$ cat src/rtl/orse_pkg.sv
// shared types, codes and constants of the 1-wire rom search engine
package orse_pkg;

  // search geometry
  localparam int unsigned ROM_BITS_DEF  = 64;
  localparam int unsigned ADDR_W        = 64;
  localparam int unsigned IDX_W         = 7;
  localparam int unsigned THRESH_W      = 15;
  localparam logic [THRESH_W-1:0] THRESH_RESET = 15'd15;

  // request queue between front and back
  localparam int unsigned QUEUE_DEPTH   = 2;

  // result buffer, power of two depth
  localparam int unsigned OUT_DEPTH     = 4;
  localparam int unsigned OUT_PTR_W     = $clog2(OUT_DEPTH);
  localparam int unsigned OUT_CNT_W     = $clog2(OUT_DEPTH + 1);

  // stream widths
  localparam int unsigned S_TDATA_W     = 16;
  localparam int unsigned S_TUSER_W     = 2;
  localparam int unsigned M_TDATA_W     = 72;
  localparam int unsigned M_TUSER_W     = 2;

  typedef enum logic [1:0] {
    OP_CLEAR  = 2'd0,
    OP_BEGIN  = 2'd1,
    OP_SAMPLE = 2'd2
  } op_e;

  typedef enum logic [1:0] {
    CMD_CLEAR  = 2'd0,
    CMD_BEGIN  = 2'd1,
    CMD_SAMPLE = 2'd2
  } cmd_e;

  typedef enum logic [1:0] {
    KIND_WRITE     = 2'd0,
    KIND_DONE      = 2'd1,
    KIND_ABORT     = 2'd2,
    KIND_EXHAUSTED = 2'd3
  } kind_e;

  typedef struct packed {
    cmd_e cmd;
    logic sample_bit;
  } cmd_t;

  typedef struct packed {
    kind_e             kind;
    logic              write_bit;
    logic [ADDR_W-1:0] rom_address;
    logic              last;
  } result_t;

endpackage

$ cat src/rtl/orse_front.sv
// front end: takes requests, decodes the read slot bit, feeds the queue
module orse_front import orse_pkg::*; (
  input  logic                 clk_i,
  input  logic                 rst_ni,
  input  logic                 cfg_we_i,
  input  logic [THRESH_W-1:0]  cfg_wdata_i,
  input  logic                 s_axis_tvalid,
  output logic                 s_axis_tready,
  input  logic [S_TDATA_W-1:0] s_axis_tdata,
  input  logic [S_TUSER_W-1:0] s_axis_tuser,
  input  logic                 queue_full_i,
  output logic                 push_o,
  output cmd_t                 push_data_o
);

  logic [THRESH_W-1:0] threshold_q;
  logic [THRESH_W-1:0] low_time;
  logic                present;
  logic                known;
  op_e                 op;

  always_ff @(posedge clk_i or negedge rst_ni) begin
    if (!rst_ni) begin
      threshold_q <= THRESH_RESET;
    end else if (cfg_we_i) begin
      threshold_q <= cfg_wdata_i;
    end
  end

  assign low_time      = s_axis_tdata[THRESH_W-1:0];
  assign present       = s_axis_tdata[THRESH_W];
  assign op            = op_e'(s_axis_tuser);
  assign s_axis_tready = !queue_full_i;

  always_comb begin
    known                  = 1'b1;
    push_data_o.cmd        = CMD_CLEAR;
    // a timed out slot reads as zero
    push_data_o.sample_bit = present && (low_time <= threshold_q);
    unique case (op)
      OP_CLEAR:  push_data_o.cmd = CMD_CLEAR;
      OP_BEGIN:  push_data_o.cmd = CMD_BEGIN;
      OP_SAMPLE: push_data_o.cmd = CMD_SAMPLE;
      default:   known = 1'b0;
    endcase
  end

  // unused opcode is dropped here
  assign push_o = s_axis_tvalid && s_axis_tready && known;

endmodule

$ cat src/rtl/orse_queue.sv
// short request queue between front and back
module orse_queue import orse_pkg::*; #(
  parameter int unsigned Depth = QUEUE_DEPTH
) (
  input  logic clk_i,
  input  logic rst_ni,
  input  logic push_i,
  input  cmd_t push_data_i,
  output logic full_o,
  input  logic pop_i,
  output cmd_t pop_data_o,
  output logic empty_o
);

  localparam int unsigned PtrW = (Depth > 1) ? $clog2(Depth) : 1;
  localparam int unsigned CntW = $clog2(Depth + 1);
  localparam logic [PtrW-1:0] LastPtr = PtrW'(Depth - 1);

  cmd_t            mem_q [Depth];
  logic [PtrW-1:0] wr_ptr_q, rd_ptr_q;
  logic [CntW-1:0] cnt_q;

  assign full_o     = (cnt_q == CntW'(Depth));
  assign empty_o    = (cnt_q == '0);
  assign pop_data_o = mem_q[rd_ptr_q];

  always_ff @(posedge clk_i) begin
    if (push_i) begin
      mem_q[wr_ptr_q] <= push_data_i;
    end
  end

  always_ff @(posedge clk_i or negedge rst_ni) begin
    if (!rst_ni) begin
      wr_ptr_q <= '0;
      rd_ptr_q <= '0;
      cnt_q    <= '0;
    end else begin
      if (push_i) begin
        wr_ptr_q <= (wr_ptr_q == LastPtr) ? '0 : wr_ptr_q + 1'b1;
      end
      if (pop_i) begin
        rd_ptr_q <= (rd_ptr_q == LastPtr) ? '0 : rd_ptr_q + 1'b1;
      end
      if (push_i && !pop_i) begin
        cnt_q <= cnt_q + 1'b1;
      end else if (pop_i && !push_i) begin
        cnt_q <= cnt_q - 1'b1;
      end
    end
  end

endmodule

$ cat src/rtl/orse_back.sv
// back end: search state update and result buffer
module orse_back import orse_pkg::*; #(
  parameter int unsigned RomBits = ROM_BITS_DEF
) (
  input  logic                 clk_i,
  input  logic                 rst_ni,
  input  logic                 queue_empty_i,
  input  cmd_t                 cmd_i,
  output logic                 pop_o,
  output logic                 m_axis_tvalid,
  input  logic                 m_axis_tready,
  output logic [M_TDATA_W-1:0] m_axis_tdata,
  output logic [M_TUSER_W-1:0] m_axis_tuser,
  output logic                 m_axis_tlast
);

  localparam int unsigned BitW = $clog2(RomBits);
  localparam logic [IDX_W-1:0] LastIdx = IDX_W'(RomBits);

  // search state
  logic [RomBits-1:0] saved_addr_q, saved_addr_d;
  logic [RomBits-1:0] work_addr_q, work_addr_d;
  logic [IDX_W-1:0]   disc_q, disc_d;
  logic [IDX_W-1:0]   newest_zero_q, newest_zero_d;
  logic [IDX_W-1:0]   bit_index_q, bit_index_d;
  logic               exhausted_q, exhausted_d;
  logic               awaiting_q, awaiting_d;
  logic               first_bit_q, first_bit_d;
  logic               pass_active_q, pass_active_d;

  // result buffer
  result_t              res_q [OUT_DEPTH];
  logic [OUT_PTR_W-1:0] wr_ptr_q, rd_ptr_q;
  logic [OUT_CNT_W-1:0] cnt_q;

  logic             fire, out_pop, done_push;
  logic [1:0]       n_push;
  result_t          r0, r1;
  logic [IDX_W-1:0] cur_idx, bit_off;
  logic             branch, final_pair;
  result_t          head;

  // a request runs only when two result slots are free
  assign fire    = !queue_empty_i && (cnt_q <= OUT_CNT_W'(OUT_DEPTH - 2));
  assign pop_o   = fire;
  assign out_pop = m_axis_tvalid && m_axis_tready;

  assign cur_idx = ((bit_index_q == '0) || (bit_index_q > LastIdx)) ? IDX_W'(1) : bit_index_q;
  assign bit_off = cur_idx - IDX_W'(1);
  assign final_pair = (cur_idx == LastIdx);

  always_comb begin
    saved_addr_d  = saved_addr_q;
    work_addr_d   = work_addr_q;
    disc_d        = disc_q;
    newest_zero_d = newest_zero_q;
    bit_index_d   = bit_index_q;
    exhausted_d   = exhausted_q;
    awaiting_d    = awaiting_q;
    first_bit_d   = first_bit_q;
    pass_active_d = pass_active_q;
    n_push        = 2'd0;
    r0            = '0;
    r1            = '0;
    branch        = 1'b0;
    done_push     = 1'b0;
    if (fire) begin
      unique case (cmd_i.cmd)
        CMD_CLEAR: begin
          saved_addr_d  = '0;
          work_addr_d   = '0;
          disc_d        = '0;
          newest_zero_d = '0;
          bit_index_d   = IDX_W'(1);
          exhausted_d   = 1'b0;
          awaiting_d    = 1'b0;
          first_bit_d   = 1'b0;
          pass_active_d = 1'b0;
        end
        CMD_BEGIN: begin
          if (exhausted_q) begin
            pass_active_d = 1'b0;
            n_push        = 2'd1;
            r0.kind       = KIND_EXHAUSTED;
            r0.last       = 1'b1;
          end else begin
            pass_active_d = 1'b1;
            work_addr_d   = saved_addr_q;
            newest_zero_d = '0;
            bit_index_d   = IDX_W'(1);
            awaiting_d    = 1'b0;
            first_bit_d   = 1'b0;
          end
        end
        CMD_SAMPLE: begin
          if (pass_active_q) begin
            if (!awaiting_q) begin
              first_bit_d = cmd_i.sample_bit;
              awaiting_d  = 1'b1;
            end else if (first_bit_q && cmd_i.sample_bit) begin
              // no device answered the pair
              awaiting_d    = 1'b0;
              pass_active_d = 1'b0;
              n_push        = 2'd1;
              r0.kind       = KIND_ABORT;
              r0.last       = 1'b1;
            end else begin
              awaiting_d  = 1'b0;
              bit_index_d = cur_idx;
              if (first_bit_q != cmd_i.sample_bit) begin
                branch = first_bit_q;
              end else begin
                // discrepancy: follow previous path below the mark, take one at it, zero above it
                if (cur_idx < disc_q) begin
                  branch = work_addr_q[bit_off[BitW-1:0]];
                end else begin
                  branch = (cur_idx == disc_q);
                end
                if (!branch) begin
                  newest_zero_d = cur_idx;
                end
              end
              work_addr_d[bit_off[BitW-1:0]] = branch;
              n_push       = 2'd1;
              r0.kind      = KIND_WRITE;
              r0.write_bit = branch;
              r0.last      = !final_pair;
              if (final_pair) begin
                disc_d         = newest_zero_d;
                exhausted_d    = exhausted_q || (newest_zero_d == '0);
                saved_addr_d   = work_addr_d;
                pass_active_d  = 1'b0;
                bit_index_d    = IDX_W'(1);
                n_push         = 2'd2;
                done_push      = 1'b1;
                r1.kind        = KIND_DONE;
                r1.rom_address = ADDR_W'(work_addr_d);
                r1.last        = 1'b1;
              end else begin
                bit_index_d = cur_idx + IDX_W'(1);
              end
            end
          end
        end
        default: ;
      endcase
    end
  end

  always_ff @(posedge clk_i or negedge rst_ni) begin
    if (!rst_ni) begin
      saved_addr_q  <= '0;
      work_addr_q   <= '0;
      disc_q        <= '0;
      newest_zero_q <= '0;
      bit_index_q   <= IDX_W'(1);
      exhausted_q   <= 1'b0;
      awaiting_q    <= 1'b0;
      first_bit_q   <= 1'b0;
      pass_active_q <= 1'b0;
    end else begin
      saved_addr_q  <= saved_addr_d;
      work_addr_q   <= work_addr_d;
      disc_q        <= disc_d;
      newest_zero_q <= newest_zero_d;
      bit_index_q   <= bit_index_d;
      exhausted_q   <= exhausted_d;
      awaiting_q    <= awaiting_d;
      first_bit_q   <= first_bit_d;
      pass_active_q <= pass_active_d;
    end
  end

  always_ff @(posedge clk_i) begin
    if (n_push != 2'd0) begin
      res_q[wr_ptr_q] <= r0;
    end
    if (n_push == 2'd2) begin
      res_q[wr_ptr_q + 1'b1] <= r1;
    end
  end

  always_ff @(posedge clk_i or negedge rst_ni) begin
    if (!rst_ni) begin
      wr_ptr_q <= '0;
      rd_ptr_q <= '0;
      cnt_q    <= '0;
    end else begin
      wr_ptr_q <= wr_ptr_q + OUT_PTR_W'(n_push);
      if (out_pop) begin
        rd_ptr_q <= rd_ptr_q + 1'b1;
      end
      cnt_q <= cnt_q + OUT_CNT_W'(n_push) - OUT_CNT_W'(out_pop);
    end
  end

  assign head          = res_q[rd_ptr_q];
  assign m_axis_tvalid = (cnt_q != '0);
  assign m_axis_tdata  = {7'd0, head.rom_address, head.write_bit};
  assign m_axis_tuser  = head.kind;
  assign m_axis_tlast  = head.last;

  a_out_bound : assert property (@(posedge clk_i) disable iff (!rst_ni)
    cnt_q <= OUT_CNT_W'(OUT_DEPTH))
    else $error("result buffer overflow");

  a_idle_no_pair : assert property (@(posedge clk_i) disable iff (!rst_ni)
    !pass_active_q |-> !awaiting_q)
    else $error("half pair held with no pass running");

  a_done_ends_pass : assert property (@(posedge clk_i) disable iff (!rst_ni)
    done_push |=> !pass_active_q && (bit_index_q == IDX_W'(1)))
    else $error("pass still running after final pair");

  a_done_exhaust : assert property (@(posedge clk_i) disable iff (!rst_ni)
    done_push |=> exhausted_q == ($past(exhausted_q) || (disc_q == '0)))
    else $error("exhausted flag out of step with saved discrepancy");

endmodule

$ cat src/rtl/onewire_rom_search_engine.sv
// top level of the 1-wire rom search engine
// a request passes the queue register and then the result buffer before its first result shows
// one request per cycle unless stalled; a final pair yields two results, drained one per cycle
// the back end runs a request only while two result slots are free in the output buffer
// reset: asynchronous, active low; search state cleared, bit index 1, threshold 15
// no clearing pass, the block takes requests right after reset
module onewire_rom_search_engine import orse_pkg::*; #(
  parameter int unsigned ROM_BITS    = ROM_BITS_DEF,
  parameter int unsigned QUEUE_DEPTH = orse_pkg::QUEUE_DEPTH
) (
  input  logic                 clk_i,
  input  logic                 rst_ni,
  // threshold register write
  input  logic                 cfg_we_i,
  input  logic [THRESH_W-1:0]  cfg_wdata_i,
  // request channel
  input  logic                 s_axis_tvalid,
  output logic                 s_axis_tready,
  input  logic [S_TDATA_W-1:0] s_axis_tdata,  // low_time[14:0], sample_present[15]
  input  logic [S_TUSER_W-1:0] s_axis_tuser,  // opcode[1:0]
  // result channel
  output logic                 m_axis_tvalid,
  input  logic                 m_axis_tready,
  output logic [M_TDATA_W-1:0] m_axis_tdata,  // write_bit[0], rom_address[64:1], zero[71:65]
  output logic [M_TUSER_W-1:0] m_axis_tuser,  // result_kind[1:0]
  output logic                 m_axis_tlast   // last_of_run
);

  logic push, pop, q_full, q_empty;
  cmd_t push_data, pop_data;

  // front: decodes opcode and slot bit against the threshold
  orse_front u_front (
    .clk_i         (clk_i),
    .rst_ni        (rst_ni),
    .cfg_we_i      (cfg_we_i),
    .cfg_wdata_i   (cfg_wdata_i),
    .s_axis_tvalid (s_axis_tvalid),
    .s_axis_tready (s_axis_tready),
    .s_axis_tdata  (s_axis_tdata),
    .s_axis_tuser  (s_axis_tuser),
    .queue_full_i  (q_full),
    .push_o        (push),
    .push_data_o   (push_data)
  );

  // decoupling queue, lets front and back stall on their own
  orse_queue #(
    .Depth (QUEUE_DEPTH)
  ) u_queue (
    .clk_i       (clk_i),
    .rst_ni      (rst_ni),
    .push_i      (push),
    .push_data_i (push_data),
    .full_o      (q_full),
    .pop_i       (pop),
    .pop_data_o  (pop_data),
    .empty_o     (q_empty)
  );

  // back: search algorithm and result buffer
  orse_back #(
    .RomBits (ROM_BITS)
  ) u_back (
    .clk_i         (clk_i),
    .rst_ni        (rst_ni),
    .queue_empty_i (q_empty),
    .cmd_i         (pop_data),
    .pop_o         (pop),
    .m_axis_tvalid (m_axis_tvalid),
    .m_axis_tready (m_axis_tready),
    .m_axis_tdata  (m_axis_tdata),
    .m_axis_tuser  (m_axis_tuser),
    .m_axis_tlast  (m_axis_tlast)
  );

endmodule
$ cat config.mk
export PLATFORM = sky130hd
export DESIGN_NAME = onewire_rom_search_engine
export DESIGN_NICKNAME = d
export VERILOG_FILES = /design/src/rtl/orse_pkg.sv /design/src/rtl/orse_front.sv /design/src/rtl/orse_queue.sv /design/src/rtl/orse_back.sv /design/src/rtl/onewire_rom_search_engine.sv
export SDC_FILE = /design/constraint.sdc
export NUM_CORES = 1
export LEC_CHECK = 0
export BUFFER_PORTS_ARGS = -buffer_cell sky130_fd_sc_hd__buf_2
export CAP_MARGIN = 20
export CORE_UTILIZATION = 50
export CTS_BUF_LIST = sky130_fd_sc_hd__clkbuf_16
export CTS_CLUSTER_DIAMETER = 120
export DETAILED_ROUTE_END_ITERATION = 10
export PLACE_DENSITY = 0.73
export SYNTH_ARGS = -nofsm -noshare
export SYNTH_HDL_FRONTEND = slang
export SYNTH_SLANG_ARGS = --single-unit
$ cat constraint.sdc
create_clock -name clk_i -period 7 [get_ports clk_i]
set_input_delay 0.7 -clock clk_i [delete_from_list [all_inputs] [get_ports clk_i]]
set_output_delay 0.7 -clock clk_i [all_outputs]
set_load 0.02 [all_outputs]
== Yosys cells after proc, flatten, opt, wreduce, memory -nomap -nowiden ==
Memory sizes are Yosys's and may differ from the RTL's.
Index checks and enable logic that the tools add are counted.

* Add/sub/neg operators: 11
* $lt $le $gt $ge: 6
* Equality and inequality tests: 15
* Multiplexer cells: 115
* Reductions and logical operators: 32

{| class="wikitable"
|+ Operator list
! kind !! count
|-
| $mux 64 || 8
|-
| $mux 65 || 6
|-
| $pmux 64 s3 || 1
|-
| $mux 7 || 21
|-
| $pmux 64 s2 || 1
|-
| $bwmux 64 || 1
|-
| $mux 1 || 47
|-
| $pmux 7 s3 || 2
|-
| $mux 2 || 14
|-
| $le 15x15->1 || 1
|-
| $logic_not 7->1 || 2
|-
| $pmux 7 s2 || 1
|-
| $pmux 2 s2 || 3
|-
| $reduce_and 6->1 || 2
|-
| $logic_and 1x1->1 || 9
|-
| $mux 3 || 3
|-
| $pmux 1 s3 || 3
|-
| $eq 2x2->1 const B || 4
|-
| $add 7x1->7 const B || 1
|-
| $eq 7x7->1 || 1
|-
| $eq 7x7->1 const B || 1
|-
| $gt 7x7->1 const B || 1
|-
| $lt 6x7->1 const B || 1
|-
| $lt 7x7->1 || 1
|-
| other kinds (25) || 44
|}

* Flip-flop bits (word level): 179
* RAM bits: 278
* Bits of input ports: 38
* Output and inout port bits: 77
* Logic and storage cells: 197
* Memories: 2

{| class="wikitable"
|+ Memories
! memory !! depth !! width !! rd ports !! clocked after memory_dff !! write ports !! RTL line !! RTL
|-
| u_back.res_q || 4 || 68 || 1 || 0 || 2 || orse_back.sv:32 || <nowiki>result_t res_q [OUT_DEPTH];</nowiki>
|-
| u_queue.mem_q || 2 || 3 || 1 || 0 || 1 || orse_queue.sv:19 || <nowiki>cmd_t mem_q [Depth];</nowiki>
|}

== Logic depth before layout (Yosys ltp) ==
Gate-level depths: netlist of run 1.

* Depth in word-level cells: 27
* Depth in mapped cells: 18
* Depth with buffers taken out: 15

== Cells and area by module ==
From an unflattened synthesis of run 1, not the netlist that was laid out.

* Cell total of the unflattened synthesis: 1896
* Area, all modules: 21917.3 um2

{| class="wikitable"
|+ By module, submodules not included
! module !! instances !! cells an instance !! area each (um2) !! sequential area each (um2)
|-
| orse_back || 1 || 1766 || 20567.2 || 12092.8
|-
| orse_front || 1 || 105 || 947.2 || 380.4
|-
| orse_queue || 1 || 25 || 402.9 || 280.3
|}

== Worst setup path after synthesis of run 1 ==
OpenSTA, ideal clock, no wires.

* Path type: register to register
* Start: reg u_back.bit_index_q[2]
* End: mem u_back.res_q[1][0] (netlist bit), enable pin
* Setup time: 491 ps
* Arrival: 5173 ps
* Required time: 6509 ps
* Path slack: 1336 ps
* Stages on the path, launching flop included: 14
* Buffers on the path: 1
* Clock period less this slack: 5664 ps
* Cell sequence: dfrtp_1 -> nor4_4 -> nand3_1 -> inv_2 -> a21oi_2 -> inv_2 -> ha_1 -> nand2_1 -> o21bai_1 -> a21oi_1 -> nor2_1 -> clkbuf_1 -> a21oi_1 -> nor2_1

{| class="wikitable"
|+ RTL lines
! item !! RTL line !! RTL
|-
| start, declared || orse_back.sv:25 || <nowiki>logic [IDX_W-1:0] bit_index_q, bit_index_d;</nowiki>
|-
| start signal, assigned || orse_back.sv:166 || <nowiki>bit_index_q <= bit_index_d;</nowiki>
|-
| end, declared || orse_back.sv:32 ||
|}

== Final worst setup path of run 1 ==
* Start: reg u_back.bit_index_q[2]
* End: reg u_back.work_addr_q[60]

* Longest elaborated chain between the ends: 24
* Elaborated cells between the ends (all ways): 32
* Classes of those cells: 1 x add/sub; 4 x order compare; 1 x eq/ne; 23 x mux; 3 x reduce/logical

{| class="wikitable"
|+ RTL lines
! item !! RTL line !! RTL
|-
| $gt 7x7->1 / $logic_not 7->1 (equally long branches) || orse_back.sv:48 || <nowiki>assign cur_idx = ((bit_index_q == '0) || (bit_index_q > LastIdx)) ? IDX_W'(1) : bit_index_q;</nowiki>
|-
| $logic_or 1x1->1 || orse_back.sv:48 ||
|-
| $mux 7 * || orse_back.sv:48 ||
|-
| $sub 6x1->6 || orse_back.sv:49 || <nowiki>assign bit_off = cur_idx - IDX_W'(1);</nowiki>
|-
| $bmux 1 s6 || orse_back.sv:115 || <nowiki>branch = work_addr_q[bit_off[BitW-1:0]];</nowiki>
|-
| $mux 1 (implied by the code) || orse_back.sv:115 ||
|-
| $mux 1 || orse_back.sv:114 || <nowiki>if (cur_idx < disc_q) begin</nowiki>
|-
| $mux 1 || orse_back.sv:110 || <nowiki>if (first_bit_q != cmd_i.sample_bit) begin</nowiki>
|-
| [... 8 more ...] || - ||
|-
| $mux 1 || orse_back.sv:96 || <nowiki>if (pass_active_q) begin</nowiki>
|-
| $mux 1 || orse_back.sv:68 || <nowiki>unique case (cmd_i.cmd)</nowiki>
|-
| $mux 1 || orse_back.sv:67 || <nowiki>if (fire) begin</nowiki>
|-
| $bwmux 64 * || orse_back.sv:123 || <nowiki>work_addr_d[bit_off[BitW-1:0]] = branch;</nowiki>
|-
| $mux 64 * || orse_back.sv:100 || <nowiki>end else if (first_bit_q && cmd_i.sample_bit) begin</nowiki>
|-
| $mux 64 * || orse_back.sv:97 || <nowiki>if (!awaiting_q) begin</nowiki>
|-
| $mux 64 * || orse_back.sv:96 ||
|-
| $pmux 64 s3 * || orse_back.sv:68 ||
|-
| end signal, assigned || orse_back.sv:163 || <nowiki>work_addr_q <= work_addr_d;</nowiki>
|-
| end, declared || orse_back.sv:22 || <nowiki>logic [RomBits-1:0] work_addr_q, work_addr_d;</nowiki>
|}

Mark *: on every way between the ends. The rest lies on a longest branch, timed or not. The select of a mux whose other input is x is not followed.
A chain may end at the register's enable or synchronous reset.

==> impl_metrics.tcl, run 1 <==
set metrics [dict create \
    status "finished clean" \
    avgViaCountPerCell 6.12 \
    fin_nets 1958 \
    fin_crit_ns 6.08 \
    powerDensity_mw_per_mm2 318 \
    ys_ff_latch 457 \
    synth_xor_area_frac 0.00723 \
    multi_input_comb_area_mm2 0.00834 \
    area_growth_syn_to_layout_pct 11.8 \
    crit_required_ns 7.49 \
    yosys_warnings 0 \
    r2r_cells 17 \
    whs_ns 0.0126 \
    dp.cells 2419 \
    gp_congestion 0.967 \
    grt.overflow.total 0 \
    clock_path_buffers 3 \
    drv_cap 0 \
    cts_buffers 49 \
    slew-limit-headroom 0.224 \
    utilization 0.566 \
    drc 0 \
    leakage_nw 9.68 \
    hold_buffers 0 \
    synth-compound-area-share 0.120 \
    h-tree-depth 2 \
    io_buffers 107 \
    worst_slew_pin_slew_ns 1.16 \
    crit_cells 17 \
    clk_pin_slew_worst_paths_ns 0.06 \
    cp-end-kind "flop" \
    fmax_mhz 164 \
    worst_path_max_delay_cell "a311oi_2" \
    finalWirelength_mm 58.0 \
    diodes 0 \
    worstPathArrival_ns 6.57 \
    yosys.area_share.simple 0.142 \
    regArea_mm2 0.0128 \
    wl_met2_mm 28.0 \
    syn_avg_cell_area_um2 11.9 \
    crit_fanout 20 \
    synth_top_family_by_area "simple AND/OR/NAND/NOR gates" \
    first_pass_iters 5 \
    grt_pass1_wl_mm 89.5 \
    cts_tree "built" \
    drv_slew 0 \
    setup_viol 0 \
    wl_per_cell_um 23.1 \
    drt_iter0_drc 1575 \
    synth_adder_area_share 0.0204 \
    vias 15364 \
    fin_worst_skew_ns 0.0233 \
    cts_resized 0 \
    place_hpwl_mm 35.0 \
    final_hold_viol_count 0 \
    grt_pass1_vias 15386 \
    clock_latency_ns 0.60 \
    cts_root_buf "clkbuf_16" \
    die_y_um 211 \
    synthArstFlopShare 0.392 \
    ioPinCount 115 \
    max_stage_delay_ns 0.92 \
    crit_family "compound AO/OA/AOI/OAI gates" \
    route.met3.wl_mm 4.48 \
    peakVddDrop_mv 0.206 \
    power_w 0.00776 \
    critPathBufInv 5 \
    antenna_found_initial 1 \
    fin_crit_sh 0.869 \
    synthCells 1832 \
    die_area_mm2 0.0445 \
    grt_max_degree 140 \
    coreArea_mm2 0.0431 \
    die_x_um 211 \
    clock_sinks 457 \
    synth_ff_type "edfxtp_1" \
    stdcell_count 2510 \
    routed.top_layer "met5" \
    n_fill_cell 3478 \
    final.setup.tns_ns 0 \
    synth_area_mm2 0.0218 \
    crit_chain "nor4_4 -> nand3_1 -> inv_2 -> a21oi_2 -> inv_2 -> ha_1 -> clkinv_1 -> mux2i_1 -> a311oi_2 -> o32ai_1 -> a211oi_1 -> a211oi_1 -> o31ai_4 -> buf_4 -> nand3_2 -> buf_4 -> o31ai_1" \
    wl_met1_mm 23.7 \
    rsz0062_at_grt "no" \
    initial_core_util 0.506 \
    crit_type "flop to flop" \
    synth.area.mux_share 0.0887 \
    yosysSeqAreaShare 0.585 \
    drive_gt1_frac 0.172 \
    min-delay-path-class "input pin to async pin" \
    cts_setup_buffers 0 \
    rows 76 \
    synth-edff-count 270 \
    synth.lib_cells_used.distinct 69 \
    start_kind "flop" \
    grt_use_total 0.264 \
    antenna_left 0 \
]
-- kinds of logic after synthesis --
family,Yosys count
other,1
AND/OR/NAND/NOR,625
flip-flops,457
multiplexers,94
XOR/XNOR,18
adder cells (fa/ha/maj),35
buffers and inverters,200
AO/OA/AOI/OAI,402
-- cells in the final DEF, fill, tap and decap left out, types with 11 or more instances in the layout --
cell type / n
nand2b_1: 11
a22oi_2: 11
inv_1: 70
nor2_1: 156
nand4_1: 16
clkinv_1: 11
a22oi_1: 64
o31ai_1: 36
nor3_1: 11
and3_1: 144
xnor2_1: 14
mux2i_1: 11
nand2_1: 168
dfrtp_1: 172
a21o_1: 24
o21ai_0: 149
clkbuf_16: 50
and2_1: 53
nand3_1: 26
a21oi_1: 29
o21ai_1: 23
edfxtp_1: 270
mux4_2: 79
buf_2: 106
ha_1: 33
buf_4: 27
-- cell usage after synthesis, types with 25 or more instances --
| cell type | instances | share of area |
|---|---|---|
| nand2_1 | 168 | 0.029 |
| nor2_1 | 160 | 0.028 |
| clkbuf_1 | 112 | 0.019 |
| a21o_1 | 25 | 0.0086 |
| edfxtp_1 | 270 | 0.37 |
| nand3_1 | 27 | 0.0062 |
| ha_1 | 34 | 0.019 |
| a22oi_1 | 64 | 0.022 |
| mux4_2 | 79 | 0.082 |
| o21ai_0 | 149 | 0.034 |
| a21oi_1 | 30 | 0.0069 |
| and2_1 | 53 | 0.015 |
| inv_1 | 56 | 0.0096 |
| o31ai_1 | 36 | 0.012 |
| and3_1 | 145 | 0.042 |
| dfrtp_1 | 174 | 0.20 |
-- path summary, 6_finish.rpt --
| path | from | to | slack, ns |
|---|---|---|---|
| worst min-delay path | rst_ni | u_back.work_addr_q[31] | 0.01 |
| worst min register to register | u_back.res_q[0][65] | u_back.res_q[0][65] | 0.47 |
| worst max register to register | u_back.bit_index_q[2] | u_back.work_addr_q[60] | 0.92 |
| min in group clk_i | cfg_wdata_i[4] | u_front.threshold_q[4] | 0.32 |
| worst max-delay path | u_back.bit_index_q[2] | u_back.work_addr_q[60] | 0.92 |
| max in group asynchronous | rst_ni | u_back.rd_ptr_q[0] | 5.64 |
-- final cells by class --
class                      instances  share of cell area
timing repair buffer             137              0.0333
sequential                       457               0.523
clock inverter                    41              0.0116
tap                              585              0.0300
multi-input combinational       1181               0.342
inverter                          59             0.00908
clock buffer                      50              0.0513
-- where the power goes --
part | leakage [nW] | internal, W | switching, W
Combinational | 3.82 | 0.000748 | 0.00142
Sequential | 5.04 | 0.00295 | 0.000175
Clock | 0.814 | 0.00141 | 0.00106
Total | 9.68 | 0.00510 | 0.00266
-- metrics by stage --
step / setup WS [ns] / instance area (um2)
2_1_floorplan: 1.34 / 21800
3_3_place_gp: 1.25 / 22800
3_5_place_dp: 1.08 / 22900
4_1_cts: 1.06 / 24400
5_1_grt: 0.586 / 24400
6_report: 0.915 / 24400
-- routing by layer --
metal	up-vias	GRT usage
met5	-	0
met4	2	0.0927
met3	127	0.0473
met2	684	0.434
met1	7680	0.354
li1	6871	-
-- worst register-to-register path, delay by kind of cell (launching register included) --
| kind | cells | cell delay, ns |
|---|---|---|
| compound gates | 7 | 2.12 |
| buf+inv | 5 | 1.51 |
| fa+ha+maj | 1 | 0.49 |
| simple gates | 3 | 1.04 |
| mux | 1 | 0.25 |
| flops | 1 | 0.57 |
-- state kept, by name, indices dropped and copies added (netlist names) --
register / flops
u_back.cnt_q: 3
u_front.threshold_q: 15
u_back.pass_active_q: 1
u_back.work_addr_q: 64
u_back.newest_zero_q: 7
u_back.disc_q: 7
u_back.exhausted_q: 1
u_back.res_q: 272
u_queue.wr_ptr_q: 1
u_queue.cnt_q: 2
u_back.awaiting_q: 1
u_back.wr_ptr_q: 2
u_back.saved_addr_q: 64
u_back.bit_index_q: 7
u_queue.rd_ptr_q: 1
u_back.rd_ptr_q: 2
u_queue.mem_q: 6
u_back.first_bit_q: 1
Note: power is estimated with default switching activity, not from simulation.
==> inputs of run 2 (changes only) <==
Settings changed: PLACE_DENSITY 0.73 to 0.65.
==> run 2 against run 1 <==
Against the previous run: power rose by 0.35%; clock power is essentially flat; first-iteration DRC count fell by 5.5%; cell area is 0.21% higher; final cell count increased by 0.28%; non-clock buffer count rose by 7; sequential power hardly changed; maximum frequency grew 5.7%; via count fell by 0.85%; critical path type unchanged; largest cell class unchanged; highest routed layer is now met4.
==> impl_metrics.tcl, run 2 (synthesized netlist as in run 1, its figures left out) <==
set metrics [dict create \
    io_buffers 107 \
    cts_resized 0 \
    clock_latency_ns 0.58 \
    layout_common_cells "edfxtp_1, dfrtp_1, nand2_1" \
    final_hold_viol_count 0 \
    swShare 0.344 \
    antenna_left 0 \
    fmax_mhz 174 \
    worst_slew_pin_slew_ns 1.12 \
    drive_gt1_frac 0.175 \
    largest_register "u_back.res_q" \
    clockPowerShare 0.317 \
    clock_sinks 457 \
    die_area_mm2 0.0445 \
    place_hpwl_mm 35.5 \
    clock_path_buffers 3 \
    crit_required_ns 7.47 \
    rows 76 \
    combPwrFrac 0.282 \
    cp-end-kind "flop" \
    worst_path_max_delay_cell "dfrtp_1" \
    grt.overflow.total 0 \
    grt_pass1_wl_mm 91.1 \
    rsz0062_at_grt "no" \
    die_x_um 211 \
    final.setup.tns_ns 0 \
    die_y_um 211 \
    grt_pass1_vias 15359 \
    fin_crit_ns 5.76 \
    drc 0 \
    clk_pin_slew_worst_paths_ns 0.06 \
    finalWirelength_mm 58.4 \
    power_switching_w 0.00268 \
    setup_viol 0 \
    final_common_cell "edfxtp_1" \
    fin_crit_sh 0.823 \
    drv_slew 0 \
    ioPinCount 115 \
    fin_nets 1965 \
    hold_buffers 0 \
    drt_iter0_drc 1488 \
    cts_buffers 49 \
    initial_core_util 0.506 \
    peakVddDrop_mv 0.190 \
    cts_setup_buffers 0 \
    slew-limit-headroom 0.257 \
    grt_use_total 0.269 \
    seqPwrFrac 0.400 \
    power.internal_w 0.00511 \
    max_stage_delay_ns 0.56 \
    diodes 0 \
    crit_fanout 22 \
    avgViaCountPerCell 6.05 \
    status "finished clean" \
    power_w 0.00779 \
    top_regs "u_back.res_q (272), u_back.saved_addr_q (64), u_back.work_addr_q (64)" \
    n_fill_cell 3487 \
    min-delay-path-class "input pin to async pin" \
    crit_chain "nor4_4 -> nand3_1 -> inv_2 -> a21oi_2 -> inv_2 -> ha_1 -> clkinv_1 -> xnor2_1 -> buf_4 -> mux4_2 -> mux2_2 -> a2bb2oi_1 -> o311ai_1 -> o31ai_4 -> buf_4 -> nand3_2 -> buf_4 -> o31ai_1" \
    drv_cap 0 \
    wl_per_cell_um 23.2 \
    cts_root_buf "clkbuf_16" \
    coreArea_mm2 0.0431 \
    h-tree-depth 2 \
    crit_type "flop to flop" \
    crit_top_cell "buf_4" \
    cts_tree "built" \
    gp_congestion 0.927 \
    antenna_found_initial 0 \
    leakage_nw 9.70 \
    vias 15234 \
    area_growth_syn_to_layout_pct 12.0 \
    fin_worst_skew_ns 0.0192 \
    first_pass_iters 6 \
    worstPathArrival_ns 6.23 \
    start_kind "flop" \
    grt_max_degree 131 \
    largest_register_ffs 272 \
    powerDensity_mw_per_mm2 319 \
]
run 2: cell count changes in the layout (fill, tap and decap cells not counted), sizes merged:
cell | before | now
buf | 137 | 143
bufinv | 3 | 4
clkinvlp | 1 | 2
inv | 77 | 76
run 2: power groups by stage:
stage | registers [W] | logic, W | clock network (W)
after floorplan | 0.00304 | 0.00157 | 0
after global placement | 0.00317 | 0.00218 | 0
after detailed placement | 0.00318 | 0.00220 | 0
after CTS | 0.00312 | 0.00221 | 0.00251
after global routing | 0.00314 | 0.00235 | 0.00262
final | 0.00312 | 0.00220 | 0.00247
run 2: routing by layer:
| layer | up-vias | track usage | part of all wire |
|---|---|---|---|
| met1 | 7620 | 0.365 | 0.41 |
| li1 | 6887 | - | - |
| met3 | 107 | 0.0486 | 0.073 |
| met4 | 0 | 0.0982 | 0.033 |
| met2 | 620 | 0.435 | 0.48 |
| met5 | - | 0 | 0 |
run 2: critical path, delay by kind of cell, from the launching register on:
family,cells,cell delay [ns]
adders and majority gates,1,0.38
xor gates and xnor gates,1,0.55
muxes,2,0.32
and+or+nand+nor,3,1.22
buffers and inverters,6,1.58
DFF,1,0.56
AOI/OAI and AO/OA,5,1.02
run 2: final cells by class:
type | instances | area, um2 | share of cell area
Timing Repair Buffer | 144 | 867 | 0.0355
Multi-Input combinational cell | 1181 | 8350 | 0.341
Sequential cell | 457 | 12800 | 0.522
Tap cell | 585 | 732 | 0.0299
Clock buffer | 49 | 1230 | 0.0502
Inverter | 59 | 221 | 0.00906
Clock inverter | 42 | 292 | 0.0119
run 2: path summary, 6_finish.rpt:
path	to	from	slack, ns	cells after the start
max	u_back.work_addr_q[51]	u_back.bit_index_q[2]	1.24	18
min	u_back.saved_addr_q[27]	rst_ni	0.05	1
max reg2reg	u_back.work_addr_q[51]	u_back.bit_index_q[2]	1.24	18
min reg2reg	u_back.saved_addr_q[54]	u_back.saved_addr_q[54]	0.47	2
max in group asynchronous	u_back.rd_ptr_q[0]	rst_ni	5.60	2
min in group clk_i	u_front.threshold_q[9]	cfg_wdata_i[9]	0.33	3
run 2: per-stage QoR:
step	utilization	area [um2]	instances	setup WS, ns	hold slack, ns
CTS	0.567	24400	2515	0.877	0.0456
global route	0.567	24400	2517	0.999	0.0654
floorplan	-	21800	1838	1.34	0.404
global placement	0.531	22900	2424	1.10	0.449
detailed placement	0.531	22900	2424	0.901	0.459
finish	0.567	24400	2517	1.24	0.0513
==> inputs of run 3 (changes only) <==
Settings changed: ABC_AREA from default to 1.
Clock period 7 ns to 5.46 ns, I/O delays scaled along.
==> run 3 against run 2 <==
Against the previous run: cell area up 1.6%; via count up 18%; critical path depth up 4; maximum frequency up 18%.
==> impl_metrics.tcl, run 3 <==
set metrics [dict create \
    n_fill_cell 3952 \
    vias 17997 \
    initial_core_util 0.513 \
    max_stage_delay_ns 0.48 \
    clock_path_buffers 3 \
    place_hpwl_mm 38.7 \
    area_growth_syn_to_layout_pct 11.5 \
    cts_root_buf "clkbuf_16" \
    crit_fanout 29 \
    gp_congestion 0.972 \
    setup_viol 0 \
    fmax_mhz 205 \
    fin_crit_sh 0.892 \
    synth_area_mm2 0.0223 \
    avgViaCountPerCell 5.55 \
    synth.lib_cells_used.distinct 51 \
    antenna_found_initial 1 \
    worst_slew_pin_slew_ns 1.01 \
    yosys_warnings 0 \
    synth.most_common_cell "nand2_1" \
    clock_sinks 457 \
    synth.largest_area_cell "edfxtp_1" \
    crit_required_ns 5.75 \
    drt_iter0_drc 1772 \
    fin_crit_ns 4.87 \
    status "finished clean" \
    final_common_cell "nand2_1" \
    slew-limit-headroom 0.327 \
    finalWirelength_mm 62.2 \
    critPathBufInv 3 \
    h-tree-depth 2 \
    crit_chain "inv_2 -> nand2_1 -> nor2_2 -> nand2_2 -> nand2_4 -> nand2_1 -> ha_1 -> xnor2_2 -> nand2_1 -> inv_2 -> nand2_2 -> o21ai_1 -> nor2_1 -> nand3_1 -> nand3b_1 -> nand3_4 -> nand2_4 -> nand2_4 -> buf_4 -> o21ai_1 -> nand2_1 -> nor2_1" \
    top_regs "u_back.res_q (272), u_back.saved_addr_q (64), u_back.work_addr_q (64)" \
    grt_use_total 0.278 \
    synthCells 2563 \
    fin_nets 2690 \
    grt_pass1_vias 17164 \
    start_kind "flop" \
    io_buffers 107 \
    largest_register_ffs 272 \
    yosysSeqAreaShare 0.573 \
    antenna_left 0 \
    final_hold_viol_count 0 \
    clock_latency_ns 0.60 \
    hold_buffers 0 \
    die_x_um 213 \
    final.setup.tns_ns 0 \
    drv_cap 0 \
    crit_family "simple AND/OR/NAND/NOR gates" \
    ys_ff_latch 457 \
    grt.overflow.total 0 \
    rsz0062_at_grt "no" \
    synth_common_cells "nand2_1, nor2_1, edfxtp_1, o21ai_0, dfrtp_1" \
    ys_top_cells_by_area "edfxtp_1, dfrtp_1, nand2_1" \
    ioPinCount 115 \
    crit_type "flop to flop" \
    synth-edff-count 270 \
    drc 0 \
    die_y_um 213 \
    leakage_nw 10.3 \
    min-delay-path-class "input pin to async pin" \
    grt_pass1_wl_mm 96.2 \
    drv_slew 0 \
    die_area_mm2 0.0454 \
    wl_per_cell_um 19.2 \
    cts_setup_buffers 0 \
    peakVddDrop_mv 0.377 \
    synthArstFlopShare 0.392 \
    crit_top_cell "nand2_1" \
    coreArea_mm2 0.0435 \
    synth_ff_type "edfxtp_1" \
    netlist.area_leader.share 0.364 \
    drive_gt1_frac 0.119 \
    largest_register "u_back.res_q" \
    utilization 0.572 \
    cts_resized 0 \
    fin_worst_skew_ns 0.0271 \
    rows 76 \
    cts_buffers 49 \
    worst_path_max_delay_cell "nand2_4" \
    clk_pin_slew_worst_paths_ns 0.06 \
    layout_common_cells "nand2_1, nor2_1, edfxtp_1" \
    cp-end-kind "flop" \
    first_pass_iters 5 \
    worstPathArrival_ns 5.16 \
    diodes 0 \
    powerDensity_mw_per_mm2 493 \
    syn_avg_cell_area_um2 8.69 \
    grt_max_degree 95 \
    cts_tree "built" \
]
run 3: cell count changes after synthesis, sizes merged, moves of 74 or more:
| cell | change |
|---|---|
| a22oi | -74 |
| nand2 | +494 |
| mux4 | -79 |
| o21ai | +155 |
| o22ai | +76 |
| nor2 | +383 |
| and3 | -145 |
| inv | +104 |
run 3: through the flow:
stage	setup WS (ns)	hold WS (ns)	total power (W)	instance area [um2]	std cells
global route	0.253	0.119	0.0129	24800	3242
CTS	0.672	0.0862	0.0123	24800	3241
finish	0.591	0.0618	0.0122	24800	3242
detailed placement	0.732	0.477	0.00914	23300	3150
global placement	0.779	0.469	0.00908	23300	3150
floorplan	1.15	0.250	0.00753	22300	2569
run 3: power breakdown:
part | internal [W] | switching, W
Clock | 0.00175 | 0.00137
Sequential | 0.00379 | 0.000145
Combinational | 0.00140 | 0.00380
Total | 0.00693 | 0.00532
run 3: path summary, 6_finish.rpt:
| check | cells after the start | start | end | slack (ns) |
|---|---|---|---|---|
| max | 22 | u_back.bit_index_q[0] | u_back.res_q[1][62] | 0.59 |
| min | 1 | rst_ni | u_back.wr_ptr_q[1] | 0.06 |
| max reg2reg | 22 | u_back.bit_index_q[0] | u_back.res_q[1][62] | 0.59 |
| min reg2reg | 2 | u_back.saved_addr_q[8] | u_back.saved_addr_q[8] | 0.49 |
| max in group asynchronous | 2 | rst_ni | u_back.work_addr_q[4] | 4.20 |
| min in group clk_i | 3 | cfg_wdata_i[7] | u_front.threshold_q[7] | 0.17 |
run 3: cell families after synthesis:
kind of cell | after synthesis | share of synthesized area
other | 1 | 0.000168
multiplexers | 1 | 0.000506
XOR/XNOR | 14 | 0.00618
AND/OR/NAND/NOR | 1262 | 0.222
buffers and inverters | 306 | 0.0553
flip-flops | 457 | 0.573
adder cells (fa/ha/maj) | 35 | 0.0200
AO/OA/AOI/OAI | 487 | 0.123
run 3: area by class of cell:
type	instances	area, um2	share of cell area
inverter	162	611	0.0246
tap	585	732	0.0295
clock inverter	41	235	0.00947
sequential	457	12800	0.514
clock buffer	50	1250	0.0504
timing repair buffer	141	900	0.0362
multi-input combinational	1806	8350	0.336
run 3: layer usage:
layer  global-route usage  part of all wire
met5                    0           0.00031
met4               0.0923             0.031
met3               0.0449             0.070
met2                0.447              0.46
met1                0.383              0.44
run 3: worst register-to-register path, cell delays in order, from the launching register on:
cell and delay (ns):
dfstp_2 0.37, inv_2 0.21, nand2_1 0.11, nor2_2 0.19
nand2_2 0.13, nand2_4 0.19, nand2_1 0.17, ha_1 0.28
xnor2_2 0.28, nand2_1 0.16, inv_2 0.19, nand2_2 0.24
o21ai_1 0.28, nor2_1 0.06, nand3_1 0.08, nand3b_1 0.14
nand3_4 0.17, nand2_4 0.13, nand2_4 0.48, buf_4 0.38
o21ai_1 0.12, nand2_1 0.17, nor2_1 0.06
